`src/rtl/core/time_of_day_palette_tint_assert.svh`:
```
// Assertion macros for the palette tint block.
// Each check is clocked on clk_i. TOD_ASSERT is disabled while rst_ni is low.
// TOD_ASSERT_RST is also checked during reset.
`ifndef TIME_OF_DAY_PALETTE_TINT_ASSERT_SVH
`define TIME_OF_DAY_PALETTE_TINT_ASSERT_SVH

`ifndef SYNTHESIS
`define TOD_ASSERT(lbl, prop) \
  lbl: assert property (@(posedge clk_i) disable iff (!rst_ni) (prop)) \
    else $error("tint assertion failed");
`define TOD_ASSERT_RST(lbl, prop) \
  lbl: assert property (@(posedge clk_i) (prop)) \
    else $error("tint reset assertion failed");
`else
`define TOD_ASSERT(lbl, prop)
`define TOD_ASSERT_RST(lbl, prop)
`endif

`endif

```
`src/rtl/core/tod_tint_pkg.sv`:
```
`timescale 1ns / 1ps
package tod_tint_pkg;

  localparam int PaletteEntries = 512;
  localparam int IndexWidth     = 9;
  localparam int ColourWidth    = 15;
  localparam int CfgIdxWidth    = 3;
  localparam int CfgDataWidth   = 32;

  typedef enum logic [CfgIdxWidth-1:0] {
    CfgHourOfDay        = 3'd0,
    CfgMinuteOfHour     = 3'd1,
    CfgInBattle         = 3'd2,
    CfgMapExempt        = 3'd3,
    CfgFadeActive       = 3'd4,
    CfgWorldPaletteMask = 3'd5,
    CfgBattlePaletteMask = 3'd6,
    CfgUnused           = 3'd7
  } cfg_idx_e;

  localparam logic [31:0] WorldMaskReset  = 32'hFFFF_1FFF;
  localparam logic [31:0] BattleMaskReset = 32'h0000_FFDC;

  localparam logic [15:0] TagExc0 = 16'hD6FF;
  localparam logic [15:0] TagExc1 = 16'hD704;
  localparam logic [15:0] TagExc2 = 16'hD710;
  localparam logic [15:0] TagExc3 = 16'hD712;

  localparam logic [4:0] HourDawn      = 5'd7;
  localparam logic [4:0] HourDay       = 5'd8;
  localparam logic [4:0] HourSunset    = 5'd19;
  localparam logic [4:0] HourNightfall = 5'd20;
  localparam logic [4:0] HourNight     = 5'd21;
  localparam logic [4:0] HalfMinuteMax = 5'd29;

  typedef struct packed {
    logic [IndexWidth-1:0]  colour_index;
    logic [ColourWidth-1:0] faded_colour;
    logic                   unfaded_is_black;
    logic [15:0]            sprite_tag;
  } tint_in_t;

  typedef struct packed {
    logic [ColourWidth-1:0] out_colour;
    logic                   rewrite_unfaded;
    logic [ColourWidth-1:0] light_colour;
  } tint_out_t;

  typedef struct packed {
    logic                   hit;
    logic [ColourWidth-1:0] colour;
  } light_hit_t;

  function automatic logic [14:0] rgb555(input int r, input int g, input int b);
    rgb555 = {5'(b), 5'(g), 5'(r)};
  endfunction

  localparam logic [14:0] NightFilter = rgb555(14, 14, 6);
  localparam logic [14:0] LightHigh   = rgb555(30, 30, 5);
  localparam logic [14:0] LightMid    = rgb555(26, 25, 4);
  localparam logic [14:0] LightLow    = rgb555(22, 21, 3);

  function automatic logic [14:0] midnight_rom(input logic [2:0] i);
    logic [14:0] c;
    unique case (i)
      3'd0: c = rgb555(14, 14, 6);
      3'd1: c = rgb555(14, 14, 7);
      3'd2: c = rgb555(14, 14, 8);
      3'd3: c = rgb555(15, 15, 8);
      3'd4: c = rgb555(15, 15, 9);
      3'd5: c = rgb555(15, 15, 9);
      3'd6: c = rgb555(16, 16, 9);
      default: c = rgb555(16, 16, 10);
    endcase
    return c;
  endfunction

  function automatic logic [14:0] dawn_rom(input logic [4:0] i);
    logic [14:0] c;
    unique case (i)
      5'd0:  c = rgb555(15, 15, 10);
      5'd1:  c = rgb555(15, 15, 10);
      5'd2:  c = rgb555(14, 14, 10);
      5'd3:  c = rgb555(13, 13, 10);
      5'd4:  c = rgb555(12, 12, 10);
      5'd5:  c = rgb555(11, 11, 10);
      5'd6:  c = rgb555(10, 10, 10);
      5'd7:  c = rgb555(9, 9, 10);
      5'd8:  c = rgb555(8, 8, 10);
      5'd9:  c = rgb555(8, 8, 11);
      5'd10: c = rgb555(7, 7, 11);
      5'd11: c = rgb555(6, 6, 11);
      5'd12: c = rgb555(5, 5, 11);
      5'd13: c = rgb555(4, 4, 11);
      5'd14: c = rgb555(3, 3, 11);
      5'd15: c = rgb555(2, 2, 11);
      5'd16: c = rgb555(1, 1, 11);
      5'd17: c = rgb555(0, 0, 11);
      5'd18: c = rgb555(0, 0, 10);
      5'd19: c = rgb555(0, 0, 9);
      5'd20: c = rgb555(0, 0, 8);
      5'd21: c = rgb555(0, 0, 7);
      5'd22: c = rgb555(0, 0, 6);
      5'd23: c = rgb555(0, 0, 5);
      5'd24: c = rgb555(0, 0, 4);
      5'd25: c = rgb555(0, 0, 3);
      5'd26: c = rgb555(0, 0, 2);
      5'd27: c = rgb555(0, 0, 1);
      default: c = rgb555(0, 0, 0);
    endcase
    return c;
  endfunction

  function automatic logic [14:0] sunset_rom(input logic [4:0] i);
    logic [14:0] c;
    unique case (i)
      5'd0:  c = rgb555(0, 0, 1);
      5'd1:  c = rgb555(0, 1, 1);
      5'd2:  c = rgb555(0, 1, 2);
      5'd3:  c = rgb555(0, 1, 3);
      5'd4:  c = rgb555(0, 2, 3);
      5'd5:  c = rgb555(0, 2, 4);
      5'd6:  c = rgb555(0, 2, 5);
      5'd7:  c = rgb555(0, 3, 5);
      5'd8:  c = rgb555(0, 3, 6);
      5'd9:  c = rgb555(0, 3, 7);
      5'd10: c = rgb555(0, 4, 7);
      5'd11: c = rgb555(0, 4, 8);
      5'd12: c = rgb555(0, 4, 9);
      5'd13: c = rgb555(0, 5, 9);
      5'd14: c = rgb555(0, 5, 10);
      5'd15: c = rgb555(0, 5, 11);
      5'd16: c = rgb555(0, 6, 11);
      5'd17: c = rgb555(0, 6, 12);
      5'd18: c = rgb555(0, 6, 13);
      5'd19: c = rgb555(0, 7, 13);
      5'd20: c = rgb555(0, 7, 14);
      5'd21: c = rgb555(0, 7, 14);
      5'd22: c = rgb555(0, 8, 14);
      5'd23: c = rgb555(0, 9, 14);
      5'd24: c = rgb555(0, 10, 14);
      5'd25: c = rgb555(0, 11, 14);
      5'd26: c = rgb555(0, 12, 14);
      5'd27: c = rgb555(0, 13, 14);
      default: c = rgb555(0, 14, 14);
    endcase
    return c;
  endfunction

  function automatic logic [14:0] nightfall_rom(input logic [4:0] i);
    logic [14:0] c;
    unique case (i)
      5'd0:  c = rgb555(0, 14, 14);
      5'd1:  c = rgb555(0, 14, 14);
      5'd2:  c = rgb555(0, 14, 13);
      5'd3:  c = rgb555(0, 14, 12);
      5'd4:  c = rgb555(0, 14, 11);
      5'd5:  c = rgb555(0, 14, 10);
      5'd6:  c = rgb555(1, 14, 10);
      5'd7:  c = rgb555(1, 14, 9);
      5'd8:  c = rgb555(0, 14, 8);
      5'd9:  c = rgb555(1, 14, 7);
      5'd10: c = rgb555(1, 14, 6);
      5'd11: c = rgb555(2, 14, 6);
      5'd12: c = rgb555(2, 14, 5);
      5'd13: c = rgb555(2, 14, 4);
      5'd14: c = rgb555(2, 14, 3);
      5'd15: c = rgb555(2, 14, 2);
      5'd16: c = rgb555(2, 14, 2);
      5'd17: c = rgb555(3, 14, 3);
      5'd18: c = rgb555(4, 14, 4);
      5'd19: c = rgb555(5, 14, 5);
      5'd20: c = rgb555(6, 14, 6);
      5'd21: c = rgb555(7, 14, 6);
      5'd22: c = rgb555(8, 14, 6);
      5'd23: c = rgb555(9, 14, 6);
      5'd24: c = rgb555(10, 14, 6);
      5'd25: c = rgb555(11, 14, 6);
      5'd26: c = rgb555(12, 14, 6);
      5'd27: c = rgb555(13, 14, 6);
      default: c = rgb555(14, 14, 6);
    endcase
    return c;
  endfunction

  // Fixed light slots: palette 0 colours 1..3, palette 1 colours 1..2,
  // palette 6 colours 1..3.
  function automatic light_hit_t light_lookup(input logic [IndexWidth-1:0] idx);
    light_hit_t h;
    h.hit    = 1'b1;
    unique case (idx)
      9'd1, 9'd17, 9'd97: h.colour = LightHigh;
      9'd2, 9'd18, 9'd98: h.colour = LightMid;
      9'd3, 9'd99:        h.colour = LightLow;
      default: begin
        h.hit    = 1'b0;
        h.colour = '0;
      end
    endcase
    return h;
  endfunction

  function automatic logic [4:0] scale_chan(input logic [4:0] c, input logic [4:0] f);
    logic [9:0] p;
    p = 10'(c) * 10'(5'd31 - f);
    return p[9:5];
  endfunction

endpackage

```
`src/rtl/core/time_of_day_palette_tint.sv`:
```
`timescale 1ns / 1ps
// Channel   Direction  Handshake             Payload
// in        sink       in_valid_i/in_stall_o   tint_in_t (index, colour, black, tag)
// out       source     out_valid_o/out_stall_i tint_out_t (colour, rewrite, light)
// cfg       sink       cfg_we_i                cfg_idx_i, cfg_wdata_i
//
// One transaction per cycle while out_stall_i does not hold the output; the path has two
// registers (input register, result register) with the tint logic between them.
// Reset clears the configuration to its defaults and empties both stages.
// A stalled result holds in the output register while the input register
// takes one more transaction; in_stall_o rises only when both are full.
module time_of_day_palette_tint
  import tod_tint_pkg::*;
(
  input  logic                    clk_i,
  input  logic                    rst_ni,
  input  logic                    in_valid_i,
  output logic                    in_stall_o,
  input  tint_in_t                in_data_i,
  output logic                    out_valid_o,
  input  logic                    out_stall_i,
  output tint_out_t               out_data_o,
  input  logic                    cfg_we_i,
  input  logic [CfgIdxWidth-1:0]  cfg_idx_i,
  input  logic [CfgDataWidth-1:0] cfg_wdata_i
);

  `include "time_of_day_palette_tint_assert.svh"

  logic [4:0]  hour_q;
  logic [5:0]  minute_q;
  logic        in_battle_q;
  logic        map_exempt_q;
  logic        fade_active_q;
  logic [31:0] world_mask_q;
  logic [31:0] battle_mask_q;

  always_ff @(posedge clk_i or negedge rst_ni) begin
    if (!rst_ni) begin
      hour_q        <= '0;
      minute_q      <= '0;
      in_battle_q   <= 1'b0;
      map_exempt_q  <= 1'b0;
      fade_active_q <= 1'b0;
      world_mask_q  <= WorldMaskReset;
      battle_mask_q <= BattleMaskReset;
    end else if (cfg_we_i) begin
      unique case (cfg_idx_e'(cfg_idx_i))
        CfgHourOfDay:         hour_q        <= cfg_wdata_i[4:0];
        CfgMinuteOfHour:      minute_q      <= cfg_wdata_i[5:0];
        CfgInBattle:          in_battle_q   <= cfg_wdata_i[0];
        CfgMapExempt:         map_exempt_q  <= cfg_wdata_i[0];
        CfgFadeActive:        fade_active_q <= cfg_wdata_i[0];
        CfgWorldPaletteMask:  world_mask_q  <= cfg_wdata_i;
        CfgBattlePaletteMask: battle_mask_q <= cfg_wdata_i;
        default: ;
      endcase
    end
  end

  // Pipeline control
  logic      s1_valid_q, out_valid_q;
  tint_in_t  s1_data_q;
  tint_out_t out_data_q, out_data_d;
  logic      s2_en, s1_en;

  assign s2_en      = !out_valid_q || !out_stall_i;
  assign s1_en      = !s1_valid_q || s2_en;
  assign in_stall_o = !s1_en;

  always_ff @(posedge clk_i or negedge rst_ni) begin
    if (!rst_ni) begin
      s1_valid_q  <= 1'b0;
      out_valid_q <= 1'b0;
    end else begin
      if (s1_en) s1_valid_q <= in_valid_i;
      if (s2_en) out_valid_q <= s1_valid_q;
    end
  end

  always_ff @(posedge clk_i) begin
    if (s1_en && in_valid_i) s1_data_q <= in_data_i;
    if (s2_en && s1_valid_q) out_data_q <= out_data_d;
  end

  // Filter colour depends on configuration only
  logic [4:0]  half_min;
  logic [14:0] filter;

  always_comb begin
    half_min = minute_q[5:1];
    if (half_min > HalfMinuteMax) half_min = HalfMinuteMax;
  end

  always_comb begin
    priority if (hour_q < HourDawn) begin
      filter = (hour_q == '0) ? midnight_rom(minute_q[5:3]) : midnight_rom(3'd7);
    end else if (hour_q < HourDay) begin
      filter = dawn_rom(half_min);
    end else if (hour_q < HourSunset) begin
      filter = '0;
    end else if (hour_q < HourNightfall) begin
      filter = sunset_rom(half_min);
    end else if (hour_q < HourNight) begin
      filter = nightfall_rom(half_min);
    end else begin
      filter = NightFilter;
    end
  end

  // Tint datapath
  logic [4:0]  pal;
  logic [31:0] mask;
  logic        tag_exc;
  logic        tint_en;
  logic        lights_on;
  logic        in_range;
  logic [14:0] scaled;
  light_hit_t  light;

  assign pal      = s1_data_q.colour_index[IndexWidth-1:4];
  assign mask     = in_battle_q ? battle_mask_q : world_mask_q;
  assign tag_exc  = (s1_data_q.sprite_tag == TagExc0) || (s1_data_q.sprite_tag == TagExc1) ||
                    (s1_data_q.sprite_tag == TagExc2) || (s1_data_q.sprite_tag == TagExc3);
  assign tint_en  = mask[pal] && (!pal[4] || !tag_exc);
  assign in_range = {1'b0, s1_data_q.colour_index} < (IndexWidth + 1)'(PaletteEntries);
  assign lights_on = !map_exempt_q && !in_battle_q && (hour_q >= HourNight || hour_q < HourDawn);
  assign light    = light_lookup(s1_data_q.colour_index);

  assign scaled = {scale_chan(s1_data_q.faded_colour[14:10], filter[14:10]),
                   scale_chan(s1_data_q.faded_colour[9:5],   filter[9:5]),
                   scale_chan(s1_data_q.faded_colour[4:0],   filter[4:0])};

  always_comb begin
    out_data_d.out_colour      = s1_data_q.faded_colour;
    out_data_d.rewrite_unfaded = 1'b0;
    out_data_d.light_colour    = '0;
    if (in_range) begin
      if (tint_en) out_data_d.out_colour = scaled;
      if (lights_on && light.hit) begin
        if (fade_active_q || !s1_data_q.unfaded_is_black) begin
          // pass unfiltered and ask for the unfaded copy to take the light
          out_data_d.out_colour      = s1_data_q.faded_colour;
          out_data_d.rewrite_unfaded = 1'b1;
          out_data_d.light_colour    = light.colour;
        end else begin
          out_data_d.out_colour = light.colour;
        end
      end
    end
  end

  assign out_valid_o = out_valid_q;
  assign out_data_o  = out_data_q;

  `TOD_ASSERT(a_rewrite_has_light, out_valid_o |-> (out_data_o.rewrite_unfaded == (out_data_o.light_colour != '0)))
  `TOD_ASSERT(a_stage1_holds, (s1_valid_q && !s2_en) |=> s1_valid_q)
  `TOD_ASSERT(a_stall_only_full, in_stall_o |-> (s1_valid_q && out_valid_q))
  `TOD_ASSERT_RST(a_reset_empty, !rst_ni |-> !out_valid_o)

endmodule

```
`config.mk`:
```
export PLATFORM = sky130hd
export DESIGN_NAME = time_of_day_palette_tint
export DESIGN_NICKNAME = d
export VERILOG_FILES = /design/src/rtl/core/tod_tint_pkg.sv /design/src/rtl/core/time_of_day_palette_tint.sv
export VERILOG_INCLUDE_DIRS = /design/src /design/src/rtl/core
export SDC_FILE = /design/constraint.sdc
export NUM_CORES = 1
export LEC_CHECK = 0
export ABC_AREA = 0
export ABC_CLOCK_PERIOD_IN_PS = 8560
export BUFFER_PORTS_ARGS = -buffer_cell sky130_fd_sc_hd__buf_2
export CAP_MARGIN = 20
export CORE_MARGIN = 4
export CORE_UTILIZATION = 55
export DETAILED_ROUTE_END_ITERATION = 6
export GPL_TIMING_DRIVEN = 0
export PLACE_DENSITY = 0.86
export SLEW_MARGIN = 20
export SYNTH_ARGS = -nofsm -noshare
export SYNTH_HDL_FRONTEND = slang
export SYNTH_SLANG_ARGS = --single-unit
```
`constraint.sdc`:
```
create_clock -name clk_i -period 8.56 [get_ports clk_i]
set_input_delay 0.856 -clock clk_i [delete_from_list [all_inputs] [get_ports clk_i]]
set_output_delay 0.856 -clock clk_i [all_outputs]
set_load 0.02 [all_outputs]
```
==> flow_summary.json <==
{
  "run_status": "completed",
  "min_period_over_period_pct": 82.7,
  "root_buffer": "clkbuf_16",
  "dp_hpwl_um": 16400,
  "antenna_found_initial": 3,
  "synth-edff-count": 63,
  "setup_viol": 0,
  "clock_path_buffers": 2,
  "wl_met1_um": 9280,
  "netlist_area_sq_um": 9350,
  "yosysTopAreaCellShare_pct": 20.2,
  "core_area_sq_um": 16600,
  "vias": 7027,
  "worstSetupEndpointType": "flip-flop",
  "grt_pass1_wl_um": 37700,
  "wl_met3_um": 1440,
  "crit_start": "minute_q[5]",
  "period_minus_slack_ps": 7080,
  "worstSkewPairLatency_ps": 430,
  "yosys_warnings": 0,
  "required_ps": 8730,
  "clkTransAtPathRegs_ps": 70,
  "synth_cell_types": 74,
  "clock_sinks": 142,
  "reg2reg_from": "minute_q[5]",
  "wl_per_cell_um": 19.4,
  "routed.top_layer": "met5",
  "hold_viol_final": 0,
  "dr_wl_met2_um": 11600,
  "place_congestion": 0.946,
  "path_class": "flip-flop to flip-flop",
  "via_per_inst": 5.91,
  "rsz0062_at_grt": "false",
  "clock_skew_ps": 10.1,
  "worstHoldPathType": "input port to async pin",
  "io_pins": 114,
  "fmax_mhz": 141,
  "cts_buffers": 17,
  "cts-htree-levels": 4,
  "worstRegToRegCells": 26,
  "cts_tree": "yes",
  "cp-start-kind": "flip-flop",
  "netlist_top_cells_count": "mux2_2 (79), inv_1 (73), edfxtp_1 (63)",
  "die_width_um": 138,
  "rows": 47,
  "maxCapViolCount": 0,
  "dieArea_sq_um": 19200,
  "maxSlewHeadroom_pct": 35.5,
  "critical_path.endpoint": "out_data_o[19]",
  "path_max_fanout": 10,
  "reg2reg_setup_slack_ps": 1480,
  "ys_seq_area_share_pct": 41.9,
  "drtIter0Drc": 495,
  "grt_pass1_vias": 7143,
  "ys_ff_latch": 142,
  "nNetsFinal": 1118,
  "worst_slew_pin_slew_ps": 954,
  "syn_inst": 825,
  "diodes": 0,
  "place_inst": 1158,
  "grtUsageTotal_pct": 24.5,
  "postCtsSetupBuffers": 0,
  "die_h_um": 138,
  "synth_top_area_cell": "edfxtp_1",
  "slew_viol_final": 0,
  "cp_slowest_cell": "fa_1",
  "numPortBuffers": 109,
  "power.leakage_uw": 0.00470,
  "drc": 0,
  "start_util_pct": 56.2,
  "grt_max_degree": 59,
  "crit_path_frequent_cell": "inv_1",
  "vdd_drop_max_mv": 0.190,
  "r2r_end": "out_data_o[19]",
  "cpPeakStageDelay_ps": 550,
  "cellPowerDensity_nw_per_um2": 309,
  "cts_hold_buf": 0,
  "ant_nets": 0,
  "fill_cells": 1216,
  "fin_util_pct": 65.3,
  "drive_gt1_share_pct": 33.4,
  "synth-async-reset-ratio_pct": 55.6,
  "instances_no_fill": 1190,
  "cts_resized": 0,
  "synth_flop_cell": "edfxtp_1",
  "synthTopCellsByArea": "edfxtp_1 (20%), dfstp_2 (12%), dfrtp_1 (9.9%)",
  "area_growth_pct": 16.3,
  "fin_tns_setup_ps": 0,
  "yosysMostFrequentCell": "mux2_2",
  "crit_arrival_ps": 7250,
  "syn_avg_cell_area_sq_um": 11.3,
  "overflow": 0,
  "wl_um": 23000,
  "first_pass_iters": 5
}
[worst max-delay path, delay by kind of cell, from the launching register on]
family	cells	cell delay (ps)
fa+ha+maj	5	1960
simple gates	6	1700
compound gates	8	1680
buf+inv	6	790
flops	1	500
mux	1	160
[cell usage in the layout (no fill, tap or decap), types with 19 or more instances in the layout]
master / count
fa_1: 27
inv_1: 73
nor2_1: 31
buf_2: 120
edfxtp_1: 63
o21ai_0: 28
dfrtp_1: 37
a21oi_1: 32
mux2_2: 79
nor2b_1: 40
nand2_1: 43
clkbuf_1: 19
dfstp_2: 42
nand2b_1: 22
ha_1: 53
[area by class of cell]
cell class / count / area, sq um / area share [%]
inverters: 73 / 274 / 2.52
multi-input cells: 565 / 4930 / 45.3
plain buffers: 47 / 251 / 2.31
clock buffers: 17 / 425 / 3.91
clock inverters: 15 / 198 / 1.82
repair buffers: 111 / 603 / 5.55
flip-flops and latches: 142 / 3920 / 36.1
well taps: 220 / 275 / 2.53
[logic make-up (layout without fill, tap and decap cells)]
kind of cell | Yosys count | count (layout) | synth area share [%]
AO/OA/AOI/OAI | 140 | 140 | 10.5
XOR/XNOR | 16 | 16 | 1.50
adder cells (fa/ha/maj) | 80 | 80 | 12.9
buffers and inverters | 120 | 263 | 5.62
flip-flops | 142 | 142 | 41.9
multiplexers | 103 | 103 | 14.4
other | 1 | 3 | 0.0401
AND/OR/NAND/NOR | 223 | 223 | 13.2
[flip-flops by register name, indices dropped and copies added, names as in the netlist]
| name | cells |
|---|---|
| s1_data_q | 36 |
| battle_mask_q | 32 |
| world_mask_q | 32 |
| out_data_o | 22 |
| hour_q | 5 |
| minute_q | 5 |
| pal | 5 |
| fade_active_q | 1 |
| in_battle_q | 1 |
| map_exempt_q | 1 |
| out_valid_o | 1 |
| s1_valid_q | 1 |
[per-layer routing]
metal,global-route usage [%],vias up
met2,42.1,260
met1,30.9,3487
met5,0,-
met3,5.01,57
li1,-,3217
met4,8.68,6
[power by group]
group / total (uW) / internal (uW) / switching (uW)
clock network: 802 / 470 / 332
logic: 1600 / 697 / 898
registers: 959 / 891 / 68.0
total: 3360 / 2060 / 1300
[stage by stage]
stage / cell area (sq um) / power, uW / setup slack, ps / hold WS [ps]
floorplan: 9360 / 2140 / 2660 / 443
finish: 10900 / 3360 / 1480 / 303
global placement: 10200 / 2450 / 1760 / 454
CTS: 10900 / 3350 / 1590 / 307
detailed placement: 10300 / 2520 / 1640 / 480
global route: 10900 / 3590 / 1110 / 314
[worst min path at each step]
| stage | startpoint | to | slack [ps] | cells after the start |
|---|---|---|---|---|
| global placement | s1_valid_q | out_valid_o | 450 | 1 |
| finish | rst_ni | battle_mask_q[20] | 300 | 1 |
| CTS | rst_ni | battle_mask_q[25] | 310 | 1 |
| global route | rst_ni | battle_mask_q[25] | 310 | 1 |
| floorplan | s1_valid_q | out_valid_o | 440 | 1 |
| detailed placement | s1_valid_q | out_valid_o | 480 | 1 |
Note: power is estimated with default switching activity, not from simulation.
